**src/ppc_pkg.sv**
```systemverilog
`timescale 1ns / 1ps

package ppc_pkg;

  // Screen coordinate width of the window origin and the mouse position.
  localparam int unsigned COORD_BITS = 16;

  // Configuration register widths.
  localparam int unsigned EYE_W   = 8;
  localparam int unsigned RANGE_W = 8;
  localparam int unsigned PR_W    = 6;

  // Signed offset from the eye centre, and its magnitude.
  localparam int unsigned DIFF_W = COORD_BITS + 2;
  localparam int unsigned MAG_W  = COORD_BITS + 1;

  // Squared length, its square root and the scaled products.
  localparam int unsigned SQ_W   = 2 * MAG_W + 1;
  localparam int unsigned RT_W   = (SQ_W + 1) / 2;
  localparam int unsigned PROD_W = MAG_W + RANGE_W;
  localparam int unsigned MUL_W  = MAG_W;

  // The scaled component never exceeds the move range.
  localparam int unsigned QUO_W = RANGE_W;

  // Iteration counters of the square root and divider units.
  localparam int unsigned SQRT_CNT_W = $clog2(RT_W);
  localparam int unsigned DIV_CNT_W  = $clog2(QUO_W);

  // Kept relative position and the result coordinate width.
  localparam int unsigned REL_W = 18;
  localparam int unsigned OUT_W = 10;

  // Stream widths.
  localparam int unsigned IN_DATA_W  = 4 * COORD_BITS;
  localparam int unsigned OUT_DATA_W = ((2 * OUT_W + 1 + 7) / 8) * 8;

  // Configuration port.
  localparam int unsigned CFG_IDX_W  = 2;
  localparam int unsigned CFG_DATA_W = 8;

  typedef enum logic [CFG_IDX_W-1:0] {
    CFG_EYE_RADIUS   = 2'd0,
    CFG_MOVE_RANGE   = 2'd1,
    CFG_PUPIL_RADIUS = 2'd2
  } cfg_idx_e;

  localparam logic [EYE_W-1:0]   EYE_RADIUS_RST   = 8'd64;
  localparam logic [RANGE_W-1:0] MOVE_RANGE_RST   = 8'd45;
  localparam logic [PR_W-1:0]    PUPIL_RADIUS_RST = 6'd8;

endpackage

```
**src/ppc_mul.sv**
```systemverilog
`timescale 1ns / 1ps

// Shared multiplier with a registered product; the product holds while idle.
module ppc_mul (
  input  logic                         clk_i,
  input  logic                         en_i,
  input  logic [ppc_pkg::MUL_W-1:0]    a_i,
  input  logic [ppc_pkg::MUL_W-1:0]    b_i,
  output logic [2*ppc_pkg::MUL_W-1:0]  prod_o
);

  logic [2*ppc_pkg::MUL_W-1:0] prod_q;

  // Product register, loaded only when a multiplication is issued.
  always_ff @(posedge clk_i) begin
    if (en_i) begin
      prod_q <= a_i * b_i;
    end
  end

  assign prod_o = prod_q;

endmodule

```
**src/ppc_sqrt.sv**
```systemverilog
`timescale 1ns / 1ps

// Bit-serial floor square root: one result bit per cycle, restoring form.
module ppc_sqrt (
  input  logic                       clk_i,
  input  logic                       rst_ni,
  input  logic                       start_i,
  input  logic [ppc_pkg::SQ_W-1:0]   rad_i,
  output logic                       done_o,
  output logic [ppc_pkg::RT_W-1:0]   root_o
);

  localparam int unsigned VAL_W = 2 * ppc_pkg::RT_W;
  localparam int unsigned REM_W = ppc_pkg::RT_W + 3;

  logic                            busy_q;
  logic                            done_q;
  logic [ppc_pkg::SQRT_CNT_W-1:0]  cnt_q;
  logic [VAL_W-1:0]                val_q;
  logic [REM_W-1:0]                rem_q;
  logic [ppc_pkg::RT_W-1:0]        root_q;
  logic [REM_W-1:0]                rem_shift;
  logic [REM_W-1:0]                trial;
  logic                            take;

  // Bring down the next two bits and try the odd trial value.
  always_comb begin
    rem_shift = {rem_q[REM_W-3:0], val_q[VAL_W-1 -: 2]};
    trial     = REM_W'({root_q, 2'b01});
    take      = (rem_shift >= trial);
  end

  // Iteration control.
  always_ff @(posedge clk_i or negedge rst_ni) begin
    if (!rst_ni) begin
      busy_q <= 1'b0;
      done_q <= 1'b0;
      cnt_q  <= '0;
    end else begin
      done_q <= 1'b0;
      if (start_i) begin
        busy_q <= 1'b1;
        cnt_q  <= ppc_pkg::SQRT_CNT_W'(ppc_pkg::RT_W - 1);
      end else if (busy_q) begin
        cnt_q <= cnt_q - 1'b1;
        if (cnt_q == '0) begin
          busy_q <= 1'b0;
          done_q <= 1'b1;
        end
      end
    end
  end

  // Remainder and root datapath.
  always_ff @(posedge clk_i) begin
    if (start_i) begin
      val_q  <= VAL_W'(rad_i);
      rem_q  <= '0;
      root_q <= '0;
    end else if (busy_q) begin
      val_q  <= {val_q[VAL_W-3:0], 2'b00};
      rem_q  <= take ? (rem_shift - trial) : rem_shift;
      root_q <= {root_q[ppc_pkg::RT_W-2:0], take};
    end
  end

  assign done_o = done_q;
  assign root_o = root_q;

endmodule

```
**src/ppc_div.sv**
```systemverilog
`timescale 1ns / 1ps

// Restoring divider producing one quotient bit per cycle. The caller
// guarantees that the quotient fits in QUO_W bits.
module ppc_div (
  input  logic                        clk_i,
  input  logic                        rst_ni,
  input  logic                        start_i,
  input  logic [ppc_pkg::PROD_W-1:0]  dividend_i,
  input  logic [ppc_pkg::RT_W-1:0]    divisor_i,
  output logic                        done_o,
  output logic [ppc_pkg::QUO_W-1:0]   quo_o
);

  localparam int unsigned TRY_W = ppc_pkg::RT_W + 1;

  logic                           busy_q;
  logic                           done_q;
  logic [ppc_pkg::DIV_CNT_W-1:0]  cnt_q;
  logic [ppc_pkg::RT_W-1:0]       rem_q;
  logic [ppc_pkg::QUO_W-1:0]      lo_q;
  logic [TRY_W-1:0]               rem_shift;
  logic [TRY_W-1:0]               div_ext;
  logic [TRY_W-1:0]               rem_sub;
  logic                           take;

  // Shift in the next dividend bit and compare against the divisor.
  always_comb begin
    rem_shift = {rem_q, lo_q[ppc_pkg::QUO_W-1]};
    div_ext   = TRY_W'(divisor_i);
    take      = (rem_shift >= div_ext);
    rem_sub   = rem_shift - div_ext;
  end

  // Iteration control.
  always_ff @(posedge clk_i or negedge rst_ni) begin
    if (!rst_ni) begin
      busy_q <= 1'b0;
      done_q <= 1'b0;
      cnt_q  <= '0;
    end else begin
      done_q <= 1'b0;
      if (start_i) begin
        busy_q <= 1'b1;
        cnt_q  <= ppc_pkg::DIV_CNT_W'(ppc_pkg::QUO_W - 1);
      end else if (busy_q) begin
        cnt_q <= cnt_q - 1'b1;
        if (cnt_q == '0) begin
          busy_q <= 1'b0;
          done_q <= 1'b1;
        end
      end
    end
  end

  // Partial remainder, with the quotient bits filling the low register.
  always_ff @(posedge clk_i) begin
    if (start_i) begin
      rem_q <= ppc_pkg::RT_W'(dividend_i[ppc_pkg::PROD_W-1:ppc_pkg::QUO_W]);
      lo_q  <= dividend_i[ppc_pkg::QUO_W-1:0];
    end else if (busy_q) begin
      rem_q <= take ? rem_sub[ppc_pkg::RT_W-1:0] : rem_shift[ppc_pkg::RT_W-1:0];
      lo_q  <= {lo_q[ppc_pkg::QUO_W-2:0], take};
    end
  end

  assign done_o = done_q;
  assign quo_o  = lo_q;

endmodule

```
**src/pupil_position_clamp_unit.sv**
```systemverilog
`timescale 1ns / 1ps

// Pupil position clamp: for each window origin and mouse position the unit
// returns the pupil's top-left corner relative to the window, moving the
// pupil under the mouse while the mouse lies within move_range of the eye
// centre, and otherwise scaling the offset back onto that range (clamped set).
// An item whose mouse position relative to the window equals the last one
// reported gives no result; the first item after reset always does. Items
// are taken one at a time: a suppressed item leaves after the check state,
// one under the mouse after the range compare, and a scaled one after the
// 18-step bit-serial square root and the two 8-step divisions that follow
// it, all fed by one shared multiplier. A finished result waits in the
// output register, so the next item may be taken meanwhile. Configuration
// writes take effect at once and are meant to be made while the unit is idle.
module pupil_position_clamp_unit (
  input  logic                                clk_i,
  input  logic                                rst_ni,
  // Configuration write port.
  input  logic                                cfg_we_i,
  input  logic [ppc_pkg::CFG_IDX_W-1:0]       cfg_idx_i,
  input  logic [ppc_pkg::CFG_DATA_W-1:0]      cfg_data_i,
  // Input stream.
  input  logic                                s_axis_tvalid,
  output logic                                s_axis_tready,
  // window_x, window_y, mouse_x, mouse_y (lowest bits first)
  input  logic [ppc_pkg::IN_DATA_W-1:0]       s_axis_tdata,
  // Result stream.
  output logic                                m_axis_tvalid,
  input  logic                                m_axis_tready,
  // pupil_x, pupil_y, clamped, zero fill (lowest bits first)
  output logic [ppc_pkg::OUT_DATA_W-1:0]      m_axis_tdata
);

  localparam int unsigned CB = ppc_pkg::COORD_BITS;

  typedef enum logic [12:0] {
    S_IDLE  = 13'b0000000000001,
    S_DIFF  = 13'b0000000000010,
    S_CHECK = 13'b0000000000100,
    S_MYY   = 13'b0000000001000,
    S_MRR   = 13'b0000000010000,
    S_CMP   = 13'b0000000100000,
    S_SQRT  = 13'b0000001000000,
    S_MDX   = 13'b0000010000000,
    S_DSX   = 13'b0000100000000,
    S_DWX   = 13'b0001000000000,
    S_DSY   = 13'b0010000000000,
    S_DWY   = 13'b0100000000000,
    S_DONE  = 13'b1000000000000
  } state_e;

  state_e state_q, state_d;

  // Configuration registers.
  logic [ppc_pkg::EYE_W-1:0]   eye_radius_q;
  logic [ppc_pkg::RANGE_W-1:0] move_range_q;
  logic [ppc_pkg::PR_W-1:0]    pupil_radius_q;

  // Item registers.
  logic [CB-1:0]                win_x_q, win_y_q, mouse_x_q, mouse_y_q;
  logic [ppc_pkg::DIFF_W-1:0]   dx_q, dy_q;
  logic [ppc_pkg::REL_W-1:0]    rel_x_q, rel_y_q;
  logic [ppc_pkg::SQ_W-1:0]     sq_q;
  logic [ppc_pkg::RT_W-1:0]     len_q;
  logic [ppc_pkg::QUO_W-1:0]    qx_q, qy_q;
  logic                         clamp_q;

  // Kept state.
  logic [ppc_pkg::REL_W-1:0]    last_x_q, last_y_q;
  logic                         have_last_q;

  // Output register.
  logic                         out_valid_q;
  logic [ppc_pkg::OUT_W-1:0]    out_x_q, out_y_q;
  logic                         out_clamp_q;

  // Shared unit connections.
  logic                         mul_en;
  logic [ppc_pkg::MUL_W-1:0]    mul_a, mul_b;
  logic [2*ppc_pkg::MUL_W-1:0]  mul_p;
  logic                         sqrt_start, sqrt_done;
  logic [ppc_pkg::RT_W-1:0]     sqrt_root;
  logic                         div_start, div_done;
  logic [ppc_pkg::QUO_W-1:0]    div_quo;

  // Combinational helpers.
  logic [ppc_pkg::DIFF_W-1:0]   mx_ext, my_ext, wx_ext, wy_ext, er_ext, pr_ext;
  logic [ppc_pkg::MAG_W-1:0]    adx, ady, rg_ext;
  logic                         same_rel;
  logic                         below_range;
  logic [ppc_pkg::QUO_W-1:0]    quo_safe;
  logic [ppc_pkg::OUT_W-1:0]    qx_ext, qy_ext, sx, sy, px, py;
  logic                         out_load;

  // Transfer on the input side.
  assign s_axis_tready = (state_q == S_IDLE);

  // Offsets from the eye centre and the position relative to the window.
  always_comb begin
    mx_ext = ppc_pkg::DIFF_W'(mouse_x_q);
    my_ext = ppc_pkg::DIFF_W'(mouse_y_q);
    wx_ext = {{(ppc_pkg::DIFF_W-CB){win_x_q[CB-1]}}, win_x_q};
    wy_ext = {{(ppc_pkg::DIFF_W-CB){win_y_q[CB-1]}}, win_y_q};
    er_ext = ppc_pkg::DIFF_W'(eye_radius_q);
    pr_ext = ppc_pkg::DIFF_W'(pupil_radius_q);
    adx    = dx_q[ppc_pkg::DIFF_W-1] ? ppc_pkg::MAG_W'(-dx_q) : ppc_pkg::MAG_W'(dx_q);
    ady    = dy_q[ppc_pkg::DIFF_W-1] ? ppc_pkg::MAG_W'(-dy_q) : ppc_pkg::MAG_W'(dy_q);
    rg_ext = ppc_pkg::MAG_W'(move_range_q);
    same_rel = have_last_q && (rel_x_q == last_x_q) && (rel_y_q == last_y_q);
    below_range = (sq_q < ppc_pkg::SQ_W'(mul_p));
    // A zero length only arises with a zero range; the scaled offset is then zero.
    quo_safe = (len_q == '0) ? '0 : div_quo;
  end

  // Operand selection for the shared multiplier.
  always_comb begin
    mul_en = 1'b1;
    mul_a  = adx;
    mul_b  = adx;
    unique case (state_q)
      S_CHECK: begin
        mul_a = adx;
        mul_b = adx;
      end
      S_MYY: begin
        mul_a = ady;
        mul_b = ady;
      end
      S_MRR: begin
        mul_a = rg_ext;
        mul_b = rg_ext;
      end
      S_MDX: begin
        mul_a = adx;
        mul_b = rg_ext;
      end
      S_DSX: begin
        mul_a = ady;
        mul_b = rg_ext;
      end
      default: begin
        mul_en = 1'b0;
      end
    endcase
  end

  assign sqrt_start = (state_q == S_CMP) && !below_range;
  assign div_start  = (state_q == S_DSX) || (state_q == S_DSY);

  // Sequencer.
  always_comb begin
    state_d = state_q;
    unique case (state_q)
      S_IDLE:  if (s_axis_tvalid) state_d = S_DIFF;
      S_DIFF:  state_d = S_CHECK;
      S_CHECK: state_d = same_rel ? S_IDLE : S_MYY;
      S_MYY:   state_d = S_MRR;
      S_MRR:   state_d = S_CMP;
      S_CMP:   state_d = below_range ? S_DONE : S_SQRT;
      S_SQRT:  if (sqrt_done) state_d = S_MDX;
      S_MDX:   state_d = S_DSX;
      S_DSX:   state_d = S_DWX;
      S_DWX:   if (div_done) state_d = S_DSY;
      S_DSY:   state_d = S_DWY;
      S_DWY:   if (div_done) state_d = S_DONE;
      S_DONE:  if (out_load) state_d = S_IDLE;
      default: state_d = S_IDLE;
    endcase
  end

  // Final corner: when clamped, scaled offset plus eye radius minus pupil radius; else the relative position.
  always_comb begin
    qx_ext = ppc_pkg::OUT_W'(qx_q);
    qy_ext = ppc_pkg::OUT_W'(qy_q);
    sx = dx_q[ppc_pkg::DIFF_W-1] ? (-qx_ext) : qx_ext;
    sy = dy_q[ppc_pkg::DIFF_W-1] ? (-qy_ext) : qy_ext;
    if (clamp_q) begin
      px = sx + ppc_pkg::OUT_W'(eye_radius_q) - ppc_pkg::OUT_W'(pupil_radius_q);
      py = sy + ppc_pkg::OUT_W'(eye_radius_q) - ppc_pkg::OUT_W'(pupil_radius_q);
    end else begin
      px = rel_x_q[ppc_pkg::OUT_W-1:0];
      py = rel_y_q[ppc_pkg::OUT_W-1:0];
    end
    out_load = (state_q == S_DONE) && (!out_valid_q || m_axis_tready);
  end

  // Control state: sequencer, configuration, kept position and output valid.
  always_ff @(posedge clk_i or negedge rst_ni) begin
    if (!rst_ni) begin
      state_q        <= S_IDLE;
      eye_radius_q   <= ppc_pkg::EYE_RADIUS_RST;
      move_range_q   <= ppc_pkg::MOVE_RANGE_RST;
      pupil_radius_q <= ppc_pkg::PUPIL_RADIUS_RST;
      last_x_q       <= '0;
      last_y_q       <= '0;
      have_last_q    <= 1'b0;
      out_valid_q    <= 1'b0;
    end else begin
      state_q <= state_d;
      if (cfg_we_i) begin
        unique case (cfg_idx_i)
          ppc_pkg::CFG_EYE_RADIUS:   eye_radius_q   <= cfg_data_i[ppc_pkg::EYE_W-1:0];
          ppc_pkg::CFG_MOVE_RANGE:   move_range_q   <= cfg_data_i[ppc_pkg::RANGE_W-1:0];
          ppc_pkg::CFG_PUPIL_RADIUS: pupil_radius_q <= cfg_data_i[ppc_pkg::PR_W-1:0];
          default: ;
        endcase
      end
      if ((state_q == S_CHECK) && !same_rel) begin
        last_x_q    <= rel_x_q;
        last_y_q    <= rel_y_q;
        have_last_q <= 1'b1;
      end
      if (out_load) begin
        out_valid_q <= 1'b1;
      end else if (m_axis_tready) begin
        out_valid_q <= 1'b0;
      end
    end
  end

  // Item datapath.
  always_ff @(posedge clk_i) begin
    if (s_axis_tvalid && s_axis_tready) begin
      win_x_q   <= s_axis_tdata[CB-1:0];
      win_y_q   <= s_axis_tdata[2*CB-1:CB];
      mouse_x_q <= s_axis_tdata[3*CB-1:2*CB];
      mouse_y_q <= s_axis_tdata[4*CB-1:3*CB];
    end
    if (state_q == S_DIFF) begin
      dx_q    <= mx_ext - wx_ext - er_ext;
      dy_q    <= my_ext - wy_ext - er_ext;
      rel_x_q <= ppc_pkg::REL_W'(mx_ext - wx_ext - pr_ext);
      rel_y_q <= ppc_pkg::REL_W'(my_ext - wy_ext - pr_ext);
    end
    if (state_q == S_MYY) begin
      sq_q <= ppc_pkg::SQ_W'(mul_p);
    end
    if (state_q == S_MRR) begin
      sq_q <= sq_q + ppc_pkg::SQ_W'(mul_p);
    end
    if (state_q == S_CMP) begin
      clamp_q <= !below_range;
    end
    if ((state_q == S_SQRT) && sqrt_done) begin
      len_q <= sqrt_root;
    end
    if ((state_q == S_DWX) && div_done) begin
      qx_q <= quo_safe;
    end
    if ((state_q == S_DWY) && div_done) begin
      qy_q <= quo_safe;
    end
    if (out_load) begin
      out_x_q     <= px;
      out_y_q     <= py;
      out_clamp_q <= clamp_q;
    end
  end

  assign m_axis_tvalid = out_valid_q;
  assign m_axis_tdata  = ppc_pkg::OUT_DATA_W'({out_clamp_q, out_y_q, out_x_q});

  ppc_mul u_mul (
    .clk_i  (clk_i),
    .en_i   (mul_en),
    .a_i    (mul_a),
    .b_i    (mul_b),
    .prod_o (mul_p)
  );

  ppc_sqrt u_sqrt (
    .clk_i   (clk_i),
    .rst_ni  (rst_ni),
    .start_i (sqrt_start),
    .rad_i   (sq_q),
    .done_o  (sqrt_done),
    .root_o  (sqrt_root)
  );

  ppc_div u_div (
    .clk_i      (clk_i),
    .rst_ni     (rst_ni),
    .start_i    (div_start),
    .dividend_i (ppc_pkg::PROD_W'(mul_p)),
    .divisor_i  (len_q),
    .done_o     (div_done),
    .quo_o      (div_quo)
  );

`ifndef SYNTH
  // The sequencer always sits in exactly one state.
  assert property (@(posedge clk_i) disable iff (!rst_ni) $onehot(state_q))
    else $error("sequencer state is not one-hot");

  // An accepted item is always followed by the offset stage.
  assert property (@(posedge clk_i) disable iff (!rst_ni)
    s_axis_tvalid && s_axis_tready |=> state_q == S_DIFF)
    else $error("accepted item did not enter the offset stage");

  // The square root only finishes while the sequencer waits for it.
  assert property (@(posedge clk_i) disable iff (!rst_ni)
    sqrt_done |-> state_q == S_SQRT)
    else $error("square root finished outside its wait state");

  // A scaled component never exceeds the move range.
  assert property (@(posedge clk_i) disable iff (!rst_ni)
    div_done && (len_q != '0) |-> ppc_pkg::RANGE_W'(div_quo) <= move_range_q)
    else $error("scaled offset exceeds the move range");
`endif

endmodule
```
**config.mk**
```make
export PLATFORM = sky130hd
export DESIGN_NAME = pupil_position_clamp_unit
export DESIGN_NICKNAME = d
export VERILOG_FILES = /design/src/ppc_pkg.sv /design/src/ppc_mul.sv /design/src/ppc_sqrt.sv /design/src/ppc_div.sv /design/src/pupil_position_clamp_unit.sv
export SDC_FILE = /design/constraint.sdc
export NUM_CORES = 2
export LEC_CHECK = 0
export BUFFER_PORTS_ARGS = -buffer_cell sky130_fd_sc_hd__clkbuf_2
export CORE_MARGIN = 2
export CORE_UTILIZATION = 50
export CTS_BUF_LIST = sky130_fd_sc_hd__clkbuf_16
export CTS_CLUSTER_DIAMETER = 150
export CTS_CLUSTER_SIZE = 20
export DETAILED_ROUTE_END_ITERATION = 8
export GPL_ROUTABILITY_DRIVEN = 1
export GPL_TIMING_DRIVEN = 0
export PLACE_DENSITY_LB_ADDON = 0.3
export SETUP_SLACK_MARGIN = 0.2
export SYNTH_ARGS = -nofsm -noshare
export SYNTH_HDL_FRONTEND = slang
export SYNTH_SLANG_ARGS = --single-unit
```
**constraint.sdc**
```tcl
create_clock -name clk_i -period 10.12 [get_ports clk_i]
set_clock_uncertainty 0.1 [all_clocks]
set_input_delay 0.506 -clock clk_i [delete_from_list [all_inputs] [get_ports clk_i]]
set_output_delay 0.506 -clock clk_i [all_outputs]
set_load 0.01 [all_outputs]
```
==> summary.txt <==
Worst setup path
  • Worst setup path start: state_q[6]
  • Worst setup SP type: flip-flop
  • Crit path DAT: 9.72 ns
  • CP endpoint kind: flip-flop
  • Max incr delay on CP: 0.62 ns
  • RR Endpoint: u_mul.prod_o[33]
  • Worst r2r path cells: 27
  • Setup CP Type: reg -> reg
  • Worst r2r src: state_q[6]
  • Worst setup path endpoint: u_mul.prod_o[33]
  • Slowest stage cell, crit path: o22ai_1
  • Worst path required time: 10.35 ns
  • Worst-path maximum fanout: 10
  • Crit path top cell by count: fa_1
  • Reg2reg setup slack: ~0.63 ns

Floorplan
  • Core area: 71500 um^2
  • Die span in y: 273 um
  • Die width: 273 um
  • I/O pins: 105
  • Row count: 98
  • Initial Util: 50.5%
  • Die area: 74400 um^2

Clock tree
  • Total CTS buffers: 26
  • H-tree depth: 1
  • Clock Sinks: 445
  • Post-CTS setup buffer count: 0
  • Root buf cell: clkbuf_16
  • Clk Latency, worst-skew pair: 0.59 ns
  • Clock-pin slew on the worst setup and hold paths: 0.08 ns
  • CTS tree: built
  • CTS max path bufs: 3

Route
  • DR vias: 26600
  • Iter 0 DRT Violations: 1918
  • Via density: approximately 5.5
  • Detail Route Antenna Nets: 0
  • DR pass1 iterations: 5
  • Routed WL: between 80000 and 90000 um
  • # DRC: 0
  • Wirelength per Cell: ~18 um

STA
  • Setup violations, final: 0
  • Post-route setup slack: 0.629 ns
  • Min cycle time layout: between 9 and 10 ns
  • Fin. Hold Viols: 0
  • Tcrit/Tclk final: 93.8%
  • Unrepaired setup endpoints after global routing: false
  • Fmax: 0.105 GHz
  • Slew headroom: roughly 17%
  • Worst slew pin tran: about 1.2 ns
  • Final Max Slew Viols: 0

Global routing
  • All-Layer GR Usage: 23.4%
  • Largest net degree at the start of global routing: 62
  • First-pass GRT wire length: around 140000 um
  • Global route overflow: 0
  • Initial antenna violation count: 0
  • Vias in the first global route: 26700

Synthesis
  • Top FF cell, synth: edfxtp_1
  • FF+latch count, synth: between 400 and 500
  • Post-synth EDFFs: 321
  • Post-Syn Area: 36100 um^2
  • Sequential cell area fraction in the yosys report: a little over a third
  • Mapped Cells: 3691
  • Ys Warns: 0
  • Mean area per synthesized cell: 9.79 um^2
  • Count of cell types in the netlist: 90
  • Ys async rst share: 19.1%

Final layout
  • Fill cell count: about 6200
  • Multi-input gate area: 21200 um^2
  • Flip-flop and latch area: 12600 um^2
  • Most frequent cells in the layout: 566 x inv_1, 418 x nand2_1, 321 x edfxtp_1
  • Synth-to-layout area growth: 9.32%
  • Nets@finish: 4533
  • Ratio of cells with drive above 1 in the final layout: 7.80%
  • # diodes: 0
  • Filler-free cell count of the finished design: 4872
  • Commonest non-fill, non-tap cell in the layout: inv_1

Placed design
  • DP Worst Slack: 0.470 ns
  • Placed insts: 4758
  • GPL Wtd Cong: 0.944
  • IO Port Bufs: 101
  • Final HPWL DP: 68300 um

Flow run
  • Max cap viols: 0

Worst hold path
  • Hold Crit Class: in -> reg

Outcome
  • Status: complete, no violations
-- flip-flops by register name (all words and copies together) (netlist names), 19 cells and up --
name	flops
u_sqrt.val_q	36
sq_q	35
u_mul.prod_o	34
u_sqrt.rem_q	19
-- worst max-delay path: cells and delay by family, from the launching register on --
family,cells,cell delay [ns]
AO/OA/AOI/OAI,7,1.96
AND/OR/NAND/NOR,7,2.04
adder cells (fa/ha/maj),7,3.52
flip-flops,1,0.41
XOR/XNOR,1,0.11
buffers and inverters,5,1.09
-- stage by stage --
| step | TNS [ns] | area (um^2) | utilization (%) | hold slack (ns) |
|---|---|---|---|---|
| 6_report | 0 | 39500 | 55.3 | 0.102 |
| 5_1_grt | 0 | 39500 | 55.3 | 0.0945 |
| 4_1_cts | 0 | 39400 | 55.2 | 0.0775 |
| 3_5_place_dp | 0 | 38000 | 53.2 | 0.365 |
| 3_3_place_gp | -131.84 | 37800 | 52.9 | 0.366 |
| 2_1_floorplan | 0 | 36100 | - | 0.110 |
-- logic make-up (layout without fill, tap and decap cells) --
group | after synthesis | in the layout | share of synthesized area (%)
and+or+nand+nor | 1002 | 1002 | 12.5
DFF | 445 | 445 | 34.7
buffers and inverters | 648 | 877 | 6.88
muxes | 112 | 112 | 3.34
AOI/OAI and AO/OA | 647 | 647 | 11.4
other | 1 | 3 | 0.0104
xor gates and xnor gates | 284 | 284 | 6.90
adders and majority gates | 552 | 552 | 24.2
-- cell usage after synthesis (14+ instances only) --
| cell type | instances | share of area [%] |
|---|---|---|
| a211oi_1 | 14 | 0.29 |
| a21o_1 | 43 | 0.89 |
| a21oi_1 | 191 | 2.6 |
| a31oi_1 | 16 | 0.28 |
| and2_1 | 25 | 0.43 |
| and3_1 | 14 | 0.24 |
| buf_2 | 28 | 0.39 |
| clkbuf_1 | 59 | 0.61 |
| dfrtp_1 | 78 | 5.4 |
| dfxtp_1 | 39 | 2.2 |
| edfxtp_1 | 321 | 27 |
| fa_1 | 244 | 14 |
| ha_1 | 308 | 11 |
| inv_1 | 546 | 5.7 |
| mux2_2 | 69 | 2.2 |
| mux2i_1 | 43 | 1.2 |
| nand2_1 | 421 | 4.4 |
| nand2b_1 | 35 | 0.61 |
| nand3_1 | 35 | 0.48 |
| nand4_1 | 17 | 0.29 |
| nor2_1 | 285 | 3.0 |
| nor2b_1 | 37 | 0.64 |
| nor3_1 | 40 | 0.55 |
| nor4_1 | 25 | 0.43 |
| o21a_1 | 24 | 0.50 |
| o21ai_0 | 168 | 2.3 |
| o21bai_1 | 36 | 0.75 |
| o22ai_1 | 16 | 0.28 |
| o31ai_1 | 19 | 0.39 |
| or3_1 | 15 | 0.26 |
| xnor2_1 | 164 | 4.0 |
| xor2_1 | 119 | 2.9 |
-- per-layer routing --
metal | share of wire, % | wire, um | track usage (%)
met1 | 44 | 37800 | 31.2
met2 | 48 | 41500 | 40.2
met3 | 4.7 | 4080 | 2.45
met4 | 3.3 | 2800 | 7.19
met5 | 0 | 0 | 0
-- timing repair --
action / CTS / global route
endpoints found under the hold margin: 88 / 0
resized for setup: 0 / 8
hold buffers: 65 / 0
setup endpoints to repair: 0 / 3
-- area by class of cell --
| class | count | share of cell area [%] |
|---|---|---|
| Buffer | 98 | 1.07 |
| Clock buffer | 27 | 1.71 |
| Clock inverter | 21 | 0.231 |
| Inverter | 550 | 5.23 |
| Multi-Input combinational cell | 2600 | 53.6 |
| Sequential cell | 445 | 31.8 |
| Tap cell | 950 | 3.01 |
| Timing Repair Buffer | 181 | 3.39 |
-- how the worst min path moves through the flow --
stage,from,endpoint,slack [ns],cells past startpoint
floorplan,rst_ni,eye_radius_q[0],0.11,0
CTS,m_axis_tready,m_axis_tvalid,0.08,3
global placement,u_sqrt.root_o[17],len_q[17],0.37,0
global route,cfg_data_i[5],eye_radius_q[5],0.09,3
detailed placement,u_sqrt.root_o[17],len_q[17],0.36,0
finish,m_axis_tready,m_axis_tvalid,0.10,3
Power is left out: the tool's default activity adds up to more than one toggle a clock period on the data nets, which glitch-free logic cannot reach.
